**src/bfl_pkg.sv**
```systemverilog
`timescale 1ns / 1ps
// ----------------------------------------------------------------------------
// Bezier flattener package
// Widths, the job word that passes from the set-up side to the point
// generator, and the output rounding function.
// ----------------------------------------------------------------------------
package bfl_pkg;

  localparam int MAX_POINTS = 64;
  localparam int NB    = $clog2(MAX_POINTS);   // segment count width
  localparam int CW    = 24;                   // coordinate width
  localparam int AW    = 51;                   // area, signed and magnitude
  localparam int KW    = 29;                   // polynomial coefficients
  localparam int NUMW  = 44;                   // difference numerators
  localparam int DW    = 3 * NB;               // n cubed
  localparam int DVW   = NUMW + 24;            // scaled dividend magnitude
  localparam int ACCW  = 64;                   // Q.32 accumulators
  localparam int DIV_CYC = DVW / 2;            // two quotient bits a cycle
  localparam int DCW   = $clog2(DIV_CYC + 1);

  typedef struct packed {
    logic signed [CW-1:0]   x0;
    logic signed [CW-1:0]   y0;
    logic signed [CW-1:0]   x3;
    logic signed [CW-1:0]   y3;
    logic [NB-1:0]          n;
    logic signed [ACCW-1:0] dx1;
    logic signed [ACCW-1:0] dx2;
    logic signed [ACCW-1:0] dx3;
    logic signed [ACCW-1:0] dy1;
    logic signed [ACCW-1:0] dy2;
    logic signed [ACCW-1:0] dy3;
  } job_t;

  // Q.32 to Q16.8, rounding half up, saturating to the coordinate range.
  function automatic logic signed [CW-1:0] round_q8(input logic signed [ACCW-1:0] v);
    logic signed [ACCW:0]     s;
    logic signed [ACCW-24:0]  sh;
    logic signed [CW-1:0]     r;
    s  = {v[ACCW-1], v} + (ACCW+1)'(1 << 23);
    sh = (ACCW-23)'(s >>> 24);
    if (sh > (ACCW-23)'((1 << (CW-1)) - 1)) begin
      r = {1'b0, {(CW-1){1'b1}}};
    end else if (sh < -(ACCW-23)'(1 << (CW-1))) begin
      r = {1'b1, {(CW-1){1'b0}}};
    end else begin
      r = sh[CW-1:0];
    end
    return r;
  endfunction

endpackage

```
**src/bfl_queue.sv**
```systemverilog
`timescale 1ns / 1ps
// ----------------------------------------------------------------------------
// Bezier flattener job queue
// Two-entry queue of job words between the set-up side and the generator.
// ----------------------------------------------------------------------------
module bfl_queue (
  input  logic            clk,
  input  logic            rst_n,
  input  logic            wr,
  input  bfl_pkg::job_t   wdata,
  output logic            qfull,
  input  logic            rd,
  output bfl_pkg::job_t   rdata,
  output logic            qempty
);

  bfl_pkg::job_t mem_r [2];
  logic          wp_r, rp_r;
  logic [1:0]    cnt_r;

  always_ff @(posedge clk) begin
    if (!rst_n) begin
      wp_r  <= 1'b0;
      rp_r  <= 1'b0;
      cnt_r <= '0;
    end else begin
      if (wr) begin
        wp_r <= ~wp_r;
      end
      if (rd) begin
        rp_r <= ~rp_r;
      end
      cnt_r <= cnt_r + {1'b0, wr} - {1'b0, rd};
    end
  end

  always_ff @(posedge clk) begin
    if (wr) begin
      mem_r[wp_r] <= wdata;
    end
  end

  assign rdata  = mem_r[rp_r];
  assign qfull  = (cnt_r == 2'd2);
  assign qempty = (cnt_r == 2'd0);

endmodule

```
**config.mk**
```make
export PLATFORM = sky130hd
export DESIGN_NAME = bfl_queue
export DESIGN_NICKNAME = d
export VERILOG_FILES = /design/src/bfl_pkg.sv /design/src/bfl_queue.sv
export SDC_FILE = /design/constraint.sdc
export NUM_CORES = 1
export LEC_CHECK = 0
export ABC_AREA = 1
export BUFFER_PORTS_ARGS = -buffer_cell sky130_fd_sc_hd__buf_2
export CORE_AREA = 2 2 378 380
export CTS_CLUSTER_DIAMETER = 100
export CTS_CLUSTER_SIZE = 8
export DETAILED_ROUTE_END_ITERATION = 16
export DIE_AREA = 0 0 380 382
export GPL_TIMING_DRIVEN = 0
export PLACE_DENSITY = 0.45
export RECOVER_POWER = 50
export SLEW_MARGIN = 20
export SYNTH_ARGS = -nofsm -noshare
export SYNTH_HDL_FRONTEND = slang
export SYNTH_SLANG_ARGS = --single-unit
```
**constraint.sdc**
```tcl
create_clock -name clk -period 46 [get_ports clk]
set_clock_uncertainty 0.2 [all_clocks]
set_input_delay 9.2 -clock clk [delete_from_list [all_inputs] [get_ports clk]]
set_output_delay 9.2 -clock clk [all_outputs]
set_load 0.02 [all_outputs]
```
== After elaboration in Yosys (flattened, before gate mapping) ==
Memory sizes are Yosys's and may differ from the RTL's. A register that Yosys moved wholly into a read port is not among the register bits.
Index checks and enable logic that the tools add are counted.

* Register bits: 4
* Output and inout bits: 488
* Memories: 1
* Bits in writable memories: 972
* Bits of input ports: 490
* Word-level logic and storage cells: 14

* Mux-type cells: 4
* Add/subtract/negate cells: 2
* Eq/ne operators: 1
* Bitwise gates (word level): 2
* Reduce and logical (&&, ||, !) cells: 1

{| class="wikitable"
|+ Memory list
! name !! depth !! bits a word !! rd ports !! clocked after memory_dff !! wr ports !! line !! source
|-
| mem_r || 2 || 486 || 1 || 1 || 1 || bfl_queue.sv:17 || <nowiki>bfl_pkg::job_t mem_r [2];</nowiki>
|}

{| class="wikitable"
|+ Operators with widths
! cell !! number
|-
| $mux 1 || 4
|-
| $add 2x1->2 || 1
|-
| $eq 2x2->1 const B || 1
|-
| $logic_not 2->1 || 1
|-
| $not 1->1 || 2
|-
| $sub 2x1->2 || 1
|}

== Longest topological paths before layout ==
* Depth in word-level cells: 3
* Mapped depth: 9
* Mapped depth without buffers: 9

== Worst setup path before layout ==
Ideal clock, no wire load.

* Path type: in2reg
* Start point: input wr
* End point: memory mem_r[0][0] (netlist name), enable pin
* Stages on the path: 2
* Buffers on the path: 0
* Path slack: 14.911 ns
* Data arrival time: 29.528 ns
* Library setup time: 1.360 ns
* Data required time: 44.440 ns
* Path through: inv_1 -> nor2_1

* Word-level cells in the longest chain between the ends: 2

{| class="wikitable"
|+ RTL lines
! what !! line !! source
|-
| start, declared || bfl_queue.sv:9 || <nowiki>input logic wr,</nowiki>
|-
| $mux 1 || bfl_queue.sv:38 || <nowiki>if (wr) begin</nowiki>
|-
| $mux 1 (implied by the code) || bfl_queue.sv:39 || <nowiki>mem_r[wp_r] <= wdata;</nowiki>
|-
| end, declared || bfl_queue.sv:17 ||
|}

No other way between the ends.

== Worst setup path in the final report ==
* Start point: input wr
* End point: memory mem_r[1][259] (netlist name), enable pin

Same word-level chain as after synthesis.

==> impl_metrics.ini <==
[synthesis]
synth.ff_latch_count = 977
synth.top_cells.by_count = 972 x sky130_fd_sc_hd__edfxtp_1, 486 x sky130_fd_sc_hd__mux2_2, 50 x sky130_fd_sc_hd__buf_6
yosysUniqueCellTypes = 11
yosys_warning_total = 0
synth_top_area_share_pct = 82.3
synthesis.area_per_instance_um2 = 23.0
library_cell_with_the_highest_instance_count_after_synthesis = sky130_fd_sc_hd__edfxtp_1
synth_area_leaders = sky130_fd_sc_hd__edfxtp_1 82%, sky130_fd_sc_hd__mux2_2 15%, sky130_fd_sc_hd__buf_6 1.6%
post_synth_xor_area_fraction_pct = 0
async_flop_share_pct = 0
multiplexer_share_of_the_synthesized_area_pct = 15.4
netlist_instances = 1545
synth_top_flop_cell = sky130_fd_sc_hd__edfxtp_1
synth-compound-area-share_pct = 0.0141
adder_cell_fraction_of_synth_area_pct = 0.0706
synthDominantAreaCellType = sky130_fd_sc_hd__edfxtp_1
number_of_synthesized_flops_with_an_enable_pin = 972
synth.net_count = 2037
yosysSeqAreaShare_pct = 82.6
post_synth_and_or_nand_nor_area_fraction_pct = 0.194
post_synth_design_cell_area_mm2 = 0.0355
synth_top_family_by_area = multiplexers

[sta]
report.final.hold_viol_count = 0
finalWorstPathRequiredPeriod_ns = 14.36
setup_tns_ns = 0
worstMarginPinSlew_ns = 4.39
drv_slew = 136
max_freq_ghz = 0.0697
fin_crit_sh_pct = 31.2
max_slew_headroom_pct = -194
rsz0062_at_grt = false
setup_viol_count_final = 0

[floorplan]
die_w_um = 380
core_region_area_mm2 = 0.141
area_of_the_die_mm2 = 0.145
row_count = 138
io_pins = 978
initial_utilization_pct = 25.2
die_h_um = 382

[detailed_routing]
route.vias.total = 19000
drc_errors = 0
detail_route.iter0.violations = 743
postRouteWirelength_mm = 101
route.detailed.vias_per_inst = 4.10
avgRoutedWirePerCell_um = 21.8
detail-route-antenna-nets = 0
detailedRoute.firstPassIterationCount = 6

[clock_network]
clk_pin_slew_ns = 0.04
htree_levels = 4
number_of_buffers_inserted_to_repair_setup_after_cts = 0
cts_buffer_depth = 3
total_cts_buffers = 142
post_cts.resized_instances = 0
cts_tree = yes
root_driver = sky130_fd_sc_hd__clkbuf_16
hold_buffers = 0
insertion_delay_ns = 0.73
clock_sinks = 977

[critical_path]
worstSetupPathType = in -> reg
worst_path_most_repeated_cell = sky130_fd_sc_hd__buf_16
worst_path_dominant_cell_family = buffers and inverters
cpMaxStageDelayCell = sky130_fd_sc_hd__clkinvlp_2
critPathBufInv = 4
setup.worst_path.start_class = input pin
critical_path_cell_by_cell = clkbuf_1 -> nand2_1 -> clkinvlp_2 -> buf_16 -> buf_16
end_kind = register
max_stage_delay_ns = 3.23
critPathRequiredTime_ns = 46.17
signal_arrival_time_at_the_worst_endpoint_ns = 14.53
worstPathMaxFanout = 93

[finish]
n_fill_cell = 13700
fin_nets = 3187
drive_gt1_share_pct = 52.9
final_design_area_no_fill_mm2 = 0.0469
number_of_standard_cells_in_the_layout_taps_in_and_fillers_out = 4633
syn_to_final_growth_pct = 32.2

[grt]
globalRoute.totalOverflow = 0
number_of_global_route_vias_before_repair = 20800
antenna_found_initial = 60
grt_pass1_wl_mm = 142
grt_start_max_net_pins = 94
global_route.usage.total_pct = 13.5

[place]
place.port_buffers = 977
post-dp-hpwl_mm = 76.1
placement.cell_area_mm2 = 0.0435
gp_congestion = 0.814
place.detailed.instances = 4441

[power]
max-vdd-ir-drop_v = 0.0000295
power.static_leakage_uw = 0.0167
p_per_area_mw_per_mm2 = 46.9

[outcome]
failed_checks = max-capacitance violations, max-slew violations
run_status = finished, violations left

[worst_hold_path]
min_path_type = reg -> reg

[run]
maxCapViolCount = 3
==> cell type report <==
type	count	area [um2]	area share (%)
plain buffers	54	583	1.24
inverters	7	27.5	0.0587
flip-flops and latches	977	29300	62.4
clock buffers	152	3620	7.72
multi-input cells	507	5570	11.9
well taps	1890	2360	5.04
diodes	22	55.1	0.117
repair buffers	1006	5100	10.9
clock inverters	18	293	0.624
==> path summary, 6_finish.rpt <==
kind | start | endpoint | slack [ns] | depth (start not counted)
hold / removal | rp_r | rp_r | 0.30 | 2
setup reg to reg | wp_r | mem_r[1][259] | 39.93 | 4
hold reg to reg | rp_r | rp_r | 0.30 | 2
setup / recovery | wr | mem_r[1][259] | 31.64 | 5
==> cell usage in the layout, fill, tap and decap left out, drive strengths merged <==
cell,count
a21oi,1
buf,792
clkbuf,420
clkinv,8
clkinvlp,2
dfxtp,5
diode,22
edfxtp,972
ha,2
inv,15
mux2,486
nand2,8
nand3,1
nor2,9
==> where the power goes <==
| part | total [uW] | internal [uW] | switching (uW) |
|---|---|---|---|
| combinational | 230 | 87.6 | 142 |
| clock | 926 | 556 | 369 |
| sequential | 1040 | 1040 | 9.08 |
==> worst register-to-register path: stages, from the launching register on <==
cell and delay (ns):
sky130_fd_sc_hd__dfxtp_1 0.32, sky130_fd_sc_hd__nand2_1 0.10, sky130_fd_sc_hd__clkinvlp_2 3.23, sky130_fd_sc_hd__buf_16 1.27, sky130_fd_sc_hd__buf_16 0.44
==> flip-flops by register name, indices dropped and copies added, names as in the netlist, named ones only <==
signal / count
mem_r: 972
cnt_r: 2
rp_r: 1
wp_r: 1
==> per-layer routing <==
layer / vias to the layer above / track usage [%] / part of all wire [%]
met3: 213 / 6.84 / 11
met2: 826 / 23.7 / 52
met1: 9415 / 13.3 / 34
li1: 8488 / - / -
met5: - / 0 / 0.25
met4: 38 / 5.89 / 3.2
==> stage by stage <==
stage	total power [uW]	utilization (%)	setup WS, ns	hold WS [ns]
after global placement	1330	30.3	2.79	0.307
final	2200	33.3	31.64	0.304
after floorplan	1220	-	14.91	0.263
after CTS	2250	33.6	34.00	0.305
after detailed placement	1300	30.9	34.25	0.295
after global routing	2290	33.3	31.18	0.354
==> cells by family (layout without fill, tap and decap cells) <==
group	Yosys count	after routing
DFF	977	977
and+or+nand+nor	18	18
buffers and inverters	61	1237
muxes	486	486
adders and majority gates	2	2
AOI/OAI and AO/OA	1	1
other	0	22
(Power assumes the default switching activity.)
