--- config.mk ---
export PLATFORM = sky130hd
export DESIGN_NAME = bfl_back
export DESIGN_NICKNAME = d
export VERILOG_FILES = /design/src/bfl_pkg.sv /design/src/bfl_back.sv
export SDC_FILE = /design/constraint.sdc
export NUM_CORES = 2
export LEC_CHECK = 0
export BUFFER_PORTS_ARGS = -buffer_cell sky130_fd_sc_hd__buf_2
export CAP_MARGIN = 20
export CORE_MARGIN = 8
export CORE_UTILIZATION = 61
export DETAILED_ROUTE_END_ITERATION = 8
export GPL_TIMING_DRIVEN = 0
export PLACE_DENSITY = 0.81
export SYNTH_ARGS = -nofsm -noshare
export SYNTH_HDL_FRONTEND = slang
export SYNTH_SLANG_ARGS = --single-unit
export TNS_END_PERCENT = 1
--- constraint.sdc ---
create_clock -name clk -period 32.3 [get_ports clk]
set_clock_uncertainty 0.05 [all_clocks]
set_input_delay 1.615 -clock clk [delete_from_list [all_inputs] [get_ports clk]]
set_output_delay 1.615 -clock clk [all_outputs]
set_load 0.005 [all_outputs]
--- src/bfl_pkg.sv ---
`timescale 1ns / 1ps
// ----------------------------------------------------------------------------
// Bezier flattener package
// Widths, the job word that passes from the set-up side to the point
// generator, and the output rounding function.
// ----------------------------------------------------------------------------
package bfl_pkg;

  localparam int MAX_POINTS = 64;
  localparam int NB    = $clog2(MAX_POINTS);   // segment count width
  localparam int CW    = 24;                   // coordinate width
  localparam int AW    = 51;                   // area, signed and magnitude
  localparam int KW    = 29;                   // polynomial coefficients
  localparam int NUMW  = 44;                   // difference numerators
  localparam int DW    = 3 * NB;               // n cubed
  localparam int DVW   = NUMW + 24;            // scaled dividend magnitude
  localparam int ACCW  = 64;                   // Q.32 accumulators
  localparam int DIV_CYC = DVW / 2;            // two quotient bits a cycle
  localparam int DCW   = $clog2(DIV_CYC + 1);

  typedef struct packed {
    logic signed [CW-1:0]   x0;
    logic signed [CW-1:0]   y0;
    logic signed [CW-1:0]   x3;
    logic signed [CW-1:0]   y3;
    logic [NB-1:0]          n;
    logic signed [ACCW-1:0] dx1;
    logic signed [ACCW-1:0] dx2;
    logic signed [ACCW-1:0] dx3;
    logic signed [ACCW-1:0] dy1;
    logic signed [ACCW-1:0] dy2;
    logic signed [ACCW-1:0] dy3;
  } job_t;

  // Q.32 to Q16.8, rounding half up, saturating to the coordinate range.
  function automatic logic signed [CW-1:0] round_q8(input logic signed [ACCW-1:0] v);
    logic signed [ACCW:0]     s;
    logic signed [ACCW-24:0]  sh;
    logic signed [CW-1:0]     r;
    s  = {v[ACCW-1], v} + (ACCW+1)'(1 << 23);
    sh = (ACCW-23)'(s >>> 24);
    if (sh > (ACCW-23)'((1 << (CW-1)) - 1)) begin
      r = {1'b0, {(CW-1){1'b1}}};
    end else if (sh < -(ACCW-23)'(1 << (CW-1))) begin
      r = {1'b1, {(CW-1){1'b0}}};
    end else begin
      r = sh[CW-1:0];
    end
    return r;
  endfunction

endpackage

--- src/bfl_back.sv ---
`timescale 1ns / 1ps
// ----------------------------------------------------------------------------
// Bezier flattener point generator
// Steps the forward differences of one job and emits one vertex a cycle
// into the output register while it is empty or being popped.
// ----------------------------------------------------------------------------
module bfl_back (
  input  logic                            clk,
  input  logic                            rst_n,
  input  logic                            job_empty,
  output logic                            job_pop,
  input  bfl_pkg::job_t                   job,
  input  logic                            pop,
  output logic                            empty,
  output logic signed [bfl_pkg::CW-1:0]   out_point_x,
  output logic signed [bfl_pkg::CW-1:0]   out_point_y,
  output logic                            out_last_point
);

  localparam logic [1:0] B_IDLE = 2'd0;
  localparam logic [1:0] B_P0   = 2'd1;
  localparam logic [1:0] B_INT  = 2'd2;
  localparam logic [1:0] B_END  = 2'd3;

  logic [1:0]              st_r;
  logic [bfl_pkg::NB-1:0]  cnt_r;
  bfl_pkg::job_t           j_r;
  logic signed [bfl_pkg::ACCW-1:0] ax_r, ay_r, ax_nxt, ay_nxt;
  logic                    ov_r, slot_ok;
  logic signed [bfl_pkg::CW-1:0] ox_r, oy_r;
  logic                    ol_r;

  assign slot_ok = !ov_r || pop;
  assign job_pop = (st_r == B_IDLE) && !job_empty;
  assign ax_nxt  = ax_r + j_r.dx1;
  assign ay_nxt  = ay_r + j_r.dy1;

  always_ff @(posedge clk) begin
    if (!rst_n) begin
      st_r <= B_IDLE;
      ov_r <= 1'b0;
    end else begin
      if (pop) begin
        ov_r <= 1'b0;
      end
      case (st_r)
        B_IDLE: begin
          if (!job_empty) begin
            st_r <= B_P0;
          end
        end
        B_P0: begin
          if (slot_ok) begin
            ov_r <= 1'b1;
            st_r <= (j_r.n > bfl_pkg::NB'(1)) ? B_INT : B_END;
          end
        end
        B_INT: begin
          if (slot_ok) begin
            ov_r <= 1'b1;
            if (cnt_r == bfl_pkg::NB'(1)) begin
              st_r <= B_END;
            end
          end
        end
        B_END: begin
          if (slot_ok) begin
            ov_r <= 1'b1;
            st_r <= B_IDLE;
          end
        end
        default: st_r <= B_IDLE;
      endcase
    end
  end

  always_ff @(posedge clk) begin
    case (st_r)
      B_IDLE: begin
        j_r   <= job;
        ax_r  <= bfl_pkg::ACCW'(job.x0) <<< 24;
        ay_r  <= bfl_pkg::ACCW'(job.y0) <<< 24;
        cnt_r <= job.n - 1'b1;
      end
      B_P0: begin
        if (slot_ok) begin
          ox_r <= j_r.x0;
          oy_r <= j_r.y0;
          ol_r <= 1'b0;
        end
      end
      B_INT: begin
        if (slot_ok) begin
          ax_r    <= ax_nxt;
          ay_r    <= ay_nxt;
          j_r.dx1 <= j_r.dx1 + j_r.dx2;
          j_r.dx2 <= j_r.dx2 + j_r.dx3;
          j_r.dy1 <= j_r.dy1 + j_r.dy2;
          j_r.dy2 <= j_r.dy2 + j_r.dy3;
          cnt_r   <= cnt_r - 1'b1;
          ox_r    <= bfl_pkg::round_q8(ax_nxt);
          oy_r    <= bfl_pkg::round_q8(ay_nxt);
          ol_r    <= 1'b0;
        end
      end
      default: begin
        if (slot_ok) begin
          ox_r <= j_r.x3;
          oy_r <= j_r.y3;
          ol_r <= 1'b1;
        end
      end
    endcase
  end

  assign empty          = !ov_r;
  assign out_point_x    = ox_r;
  assign out_point_y    = oy_r;
  assign out_last_point = ol_r;

endmodule

---- After elaboration in Yosys (flattened, before gate mapping) ----
Cells that the tools add are included.
storage, ports and cells
  word-level logic and storage cells ...... 90
  output and inout bits ................... 51
  bits of input ports ..................... 490
  register bits ........................... 672
operators by class
  reductions and logical operators ........ 11
  bitwise gates (word level) .............. 1
  muxes and demuxes ....................... 35
  $add $sub $neg .......................... 10
  magnitude comparators ................... 5
  eq/ne operators ......................... 9
operators with widths
  kind                                                                               count
  128-bit case mux with 2 select lines                                               2
  64-bit adder                                                                       6
  128-bit 2-to-1 mux                                                                 2
  64-bit case mux with 2 select lines                                                2
  24-bit 2-to-1 mux                                                                  10
  24-bit case mux with 3 select lines                                                2
  64-bit by 25-bit adder with 65-bit output, second input constant                   2
  64-bit 2-to-1 mux                                                                  2
  41-bit by 24-bit greater-than comparator with 1-bit output, second input constant  2
  41-bit by 24-bit less-than comparator with 1-bit output, second input constant     2
  6-bit case mux with 2 select lines                                                 1
  6-bit by 1-bit subtractor with 6-bit output, second input constant                 2
  2-bit 2-to-1 mux                                                                   5
  2-bit inequality test, second input constant                                       5
  2-bit case mux with 4 select lines                                                 1
  6-bit by 1-bit equality test with 1-bit output, second input constant              1
  6-bit by 1-bit greater-than comparator with 1-bit output, second input constant    1
  1-bit 2-to-1 mux                                                                   6
  6-bit 2-to-1 mux                                                                   1
  5-bit AND reduction                                                                1
  2-bit equality test, second input constant                                         2
  2-bit AND reduction                                                                2
  3-bit OR reduction                                                                 1
  2-bit by 1-bit equality test with 1-bit output, second input constant              1
  other kinds (8)                                                                    9

---- Depth between registers and ports, before layout ----
  depth after elaboration ................. 7
  gate-level depth with buffers ........... 21
  mapped depth without buffers ............ 19

---- Worst setup path after synthesis ----
OpenSTA, ideal clock, no wires.
  kind .................................... register to register
  start ................................... register st_r[0]
  end ..................................... register ax_r[0] in the netlist's numbering (enable)
  data required time ...................... 30.976 ns
  library setup time ...................... 1.274 ns
  arrival ................................. 24.689 ns
  cell stages (with the launch flop) ...... 5
  path slack .............................. 6.288 ns
  clock period less this slack ............ 26.012 ns
  path through ............................ dfxtp_1 inv_1 ha_1 nor2_1 a21oi_1
on the way
  longest elaborated chain between the ends .. 3
  elaborated cells on any way between the ends .. 5
  those cells by class .................... eq/ne: 2; reduce/logical: 3
RTL lines
  element                                                                       RTL line        source
  start, declared                                                               bfl_back.sv:25  logic [1:0] st_r;
  start signal, assigned                                                        bfl_back.sv:55  st_r <= (j_r.n > bfl_pkg::NB'(1)) ? B_INT : B_END;
  2-bit equality test / 2-bit logical NOT (equally long branches)               bfl_back.sv:78  case (st_r)
  2-bit inequality test (no line) / 2-bit nonzero test (equally long branches)  n/a
  2-bit AND reduction (no line) *                                               n/a
  end signal, assigned                                                          bfl_back.sv:81  ax_r <= bfl_pkg::ACCW'(job.x0) <<< 24;
  end signal, assigned                                                          bfl_back.sv:94  ax_r <= ax_nxt;
  end, declared                                                                 bfl_back.sv:28  logic signed [bfl_pkg::ACCW-1:0] ax_r, ay_r, ax_nxt, ay_nxt;
Every way passes the cells marked *; elsewhere a longest branch is shown, timed or not.
A chain may end at the register's enable or synchronous reset.

---- Worst setup path after layout ----
  start ................................... register j_r[320] in the netlist's numbering
  end ..................................... register ox_r (netlist bit out_point_x[4]), data pin
on the way
  longest elaborated chain between the ends .. 7
  elaborated cells on any way between the ends .. 8
  those cells by class .................... add/sub: 2; order compare: 2; mux: 4
RTL lines
  element                                                  RTL line         source
  start, declared                                          bfl_back.sv:27   bfl_pkg::job_t j_r;
  start signal, assigned                                   bfl_back.sv:80   j_r <= job;
  64-bit adder *                                           bfl_back.sv:35   assign ax_nxt = ax_r + j_r.dx1;
  64-bit by 25-bit adder with 65-bit output *              bfl_pkg.sv:40    s = {v[ACCW-1], v} + (ACCW+1)'(1 << 23);
  41-bit by 24-bit less-than comparator with 1-bit output  bfl_pkg.sv:44    end else if (sh < -(ACCW-23)'(1 << (CW-1))) begin
  24-bit 2-to-1 mux                                        bfl_pkg.sv:44
  24-bit 2-to-1 mux *                                      bfl_pkg.sv:42    if (sh > (ACCW-23)'((1 << (CW-1)) - 1)) begin
  24-bit 2-to-1 mux *                                      bfl_back.sv:93   if (slot_ok) begin
  24-bit case mux with 3 select lines *                    bfl_back.sv:78
  end signal, assigned                                     bfl_back.sv:87   ox_r <= j_r.x0;
  end signal, assigned                                     bfl_back.sv:101  ox_r <= bfl_pkg::round_q8(ax_nxt);
  end signal, assigned                                     bfl_back.sv:108  ox_r <= j_r.x3;
  end, declared                                            bfl_back.sv:30   logic signed [bfl_pkg::CW-1:0] ox_r, oy_r;
Every way passes the cells marked *; elsewhere a longest branch is shown, timed or not. The select of a mux whose other input is x is not followed.

==> impl_metrics.env <==
export IMPL_outcome="complete, no violations"
export IMPL_grt_pass1_vias=43400
export IMPL_wl_per_cell_um=25.4
export IMPL_synth_edf_count=668
export IMPL_grt_max_degree=66
export IMPL_worstPathRequired_ps=32600
export IMPL_setup_slack_ps=24820
export IMPL_start_util_pct=61.5
export IMPL_track_usage_pct=36.0
export IMPL_io_pin_count=541
export IMPL_synthToLayoutAreaGrowth_pct=14.7
export IMPL_drtIter0Drc=3997
export IMPL_fin_nets=6439
export IMPL_dpl_hpwl_um=134000
export IMPL_rsz0062_at_grt="no"
export IMPL_yosysUniqueCellTypes=96
export IMPL_gp_congestion=0.986
export IMPL_slew_headroom_pct=18.3
export IMPL_cts_hold_buffers_added=0
export IMPL_yosysWarningCount=0
export IMPL_final_common_cell="edfxtp_1"
export IMPL_crit_buf_inv=3
export IMPL_via_count=43800
export IMPL_ctsHtreeMaxLevel=3
export IMPL_tns_ps=0
export IMPL_worstMarginPinSlew_ps=1230
export IMPL_cts_tree="done"
export IMPL_worstPathCellList="ha_1 > fa_1 > a211oi_1 > o211ai_1 > a21oi_1 > nor4b_1 > or2_1 > a311oi_1 > ha_1 > nand3_1 > or2_1 > clkbuf_1 > or4_1 > clkbuf_1 > nor4_1 > a21oi_1 > o21ai_0 > o211ai_1 > o211ai_2 > buf_4 > o311ai_1"
export IMPL_fillers=6177
export IMPL_hold_viol=0
export IMPL_post_place_ws_ps=25130
export IMPL_endpoint_kind="register"
export IMPL_start_kind="register"
export IMPL_slew_viol_final=0
export IMPL_numCtsBuffers=78
export IMPL_synthArstFlopShare_pct=0
export IMPL_synth_area_um2=49500
export IMPL_slowest_stage="a311oi_1"
export IMPL_maxCapViolCount=0
export IMPL_synth_seq_cells=671
export IMPL_final_area_um2=56700
export IMPL_final_cell_mix="edfxtp_1 (668), buf_2 (555), a21oi_1 (429), ha_1 (387), nand2_1 (348)"
export IMPL_grt_overflow_total=0
export IMPL_die_w_um=301
export IMPL_fmax_mhz=134
export IMPL_critPathMaxStageDelay_ps=1010
export IMPL_core_um2=80400
export IMPL_clock_sinks=671
export IMPL_final_antenna_net_count=0
export IMPL_setup_viol=0
export IMPL_grt_pass1_wl_um=252000
export IMPL_synth_cells=4903
export IMPL_numPortBuffers=540
export IMPL_syn_nets=5787
export IMPL_critPathMaxFanout=10
export IMPL_cts_buffer_depth=3
export IMPL_die_y_um=301
export IMPL_crit_family="compound AO/OA/AOI/OAI gates"
export IMPL_fp_dieArea_um2=90500
export IMPL_post_dp_cell_area_um2=54100
export IMPL_min_period_ps=7480
export IMPL_drive_above_1_share_pct=18.1
export IMPL_period_share_pct=23.1
export IMPL_fp_row_count=104
export IMPL_arrival_ps=7780
export IMPL_viasPerCell=6.54
export IMPL_clock_latency_ps=660
export IMPL_post_route_drc_count=0
export IMPL_root_buffer="clkbuf_16"
export IMPL_synthFlopType="edfxtp_1"
export IMPL_postCtsResizedCells=0
export IMPL_post_cts_buffers=0
export IMPL_postSynthAreaPerCell_um2=10.1
export IMPL_dr_pass1_iters=6
export IMPL_clk_pin_slew_ps=60
export IMPL_crit_type="reg2reg"
export IMPL_wirelength_um=170000
export IMPL_grt_antenna_before_repair=25
export IMPL_ys_seq_area_share_pct=40.7
export IMPL_hp_class="reg2reg"
## cell usage after synthesis, types with 76 or more instances
cell,instances,area [µm²]
a21o_1,245,1840
a21oi_1,430,2150
and3_1,94,588
clkbuf_1,146,548
edfxtp_1,668,20100
ha_1,388,4850
inv_1,123,462
mux2_2,238,2680
nand2_1,348,1310
nand3_1,99,495
nand4_1,90,563
nor2_1,340,1280
nor3_1,112,561
o21ai_0,208,1040
o21bai_1,76,571
xnor2_1,234,2050
xor2_1,133,1160
## kinds of logic (layout without fill, tap and decap cells)
logic type	Yosys count	count (layout)	synth area share, %
adder cells (fa/ha/maj)	394	394	10.1
other	0	26	0
AND/OR/NAND/NOR	1445	1445	14.8
multiplexers	255	255	5.76
XOR/XNOR	367	367	6.50
flip-flops	671	671	40.7
buffers and inverters	293	1008	2.29
AO/OA/AOI/OAI	1478	1478	19.9
## worst paths after layout
kind	from	to	slack, ps	depth (start not counted)
max	j_r[320]	out_point_x[4]	24820	21
min	j_r[456]	out_point_y[18]	500	1
min reg2reg	j_r[456]	out_point_y[18]	500	1
max reg2reg	j_r[320]	out_point_x[4]	24820	21
## flip-flops by register name, summed over array words and instances, names as in the netlist
register and flops:
ax_r 64, st_r 2, out_point_y 24, cnt_r 6, ay_r 64, out_last_point 1, out_point_x 24, j_r 485
ov_r 1
## through the flow
step	util, %	hold slack (ps)	cells
2_1_floorplan	-	453	4903
3_3_place_gp	66.5	484	6503
3_5_place_dp	67.3	484	6531
4_1_cts	70.4	500	6674
5_1_grt	70.5	523	6697
6_report	70.5	498	6704
## final cells by class
| cell class | instances | area [µm²] | area share [%] |
|---|---|---|---|
| multi-input cells | 3939 | 28200 | 49.8 |
| flip-flops and latches | 671 | 20100 | 35.5 |
| repair buffers | 572 | 3310 | 5.84 |
| clock buffers | 99 | 2100 | 3.71 |
| well taps | 1060 | 1330 | 2.34 |
| plain buffers | 170 | 677 | 1.19 |
| inverters | 123 | 462 | 0.814 |
| clock inverters | 44 | 413 | 0.728 |
| diodes | 26 | 65.1 | 0.115 |
## layer usage
layer	part of all wire [%]	track usage, %	up-vias
li1	-	-	20200
met1	36	41.4	20900
met2	49	61.5	2121
met3	7.7	6.04	595
met4	7.7	23.9	8
met5	0.028	0	-
Power is left out: the tool's default activity adds up to more than one toggle a clock period on the data nets, which glitch-free logic cannot reach.
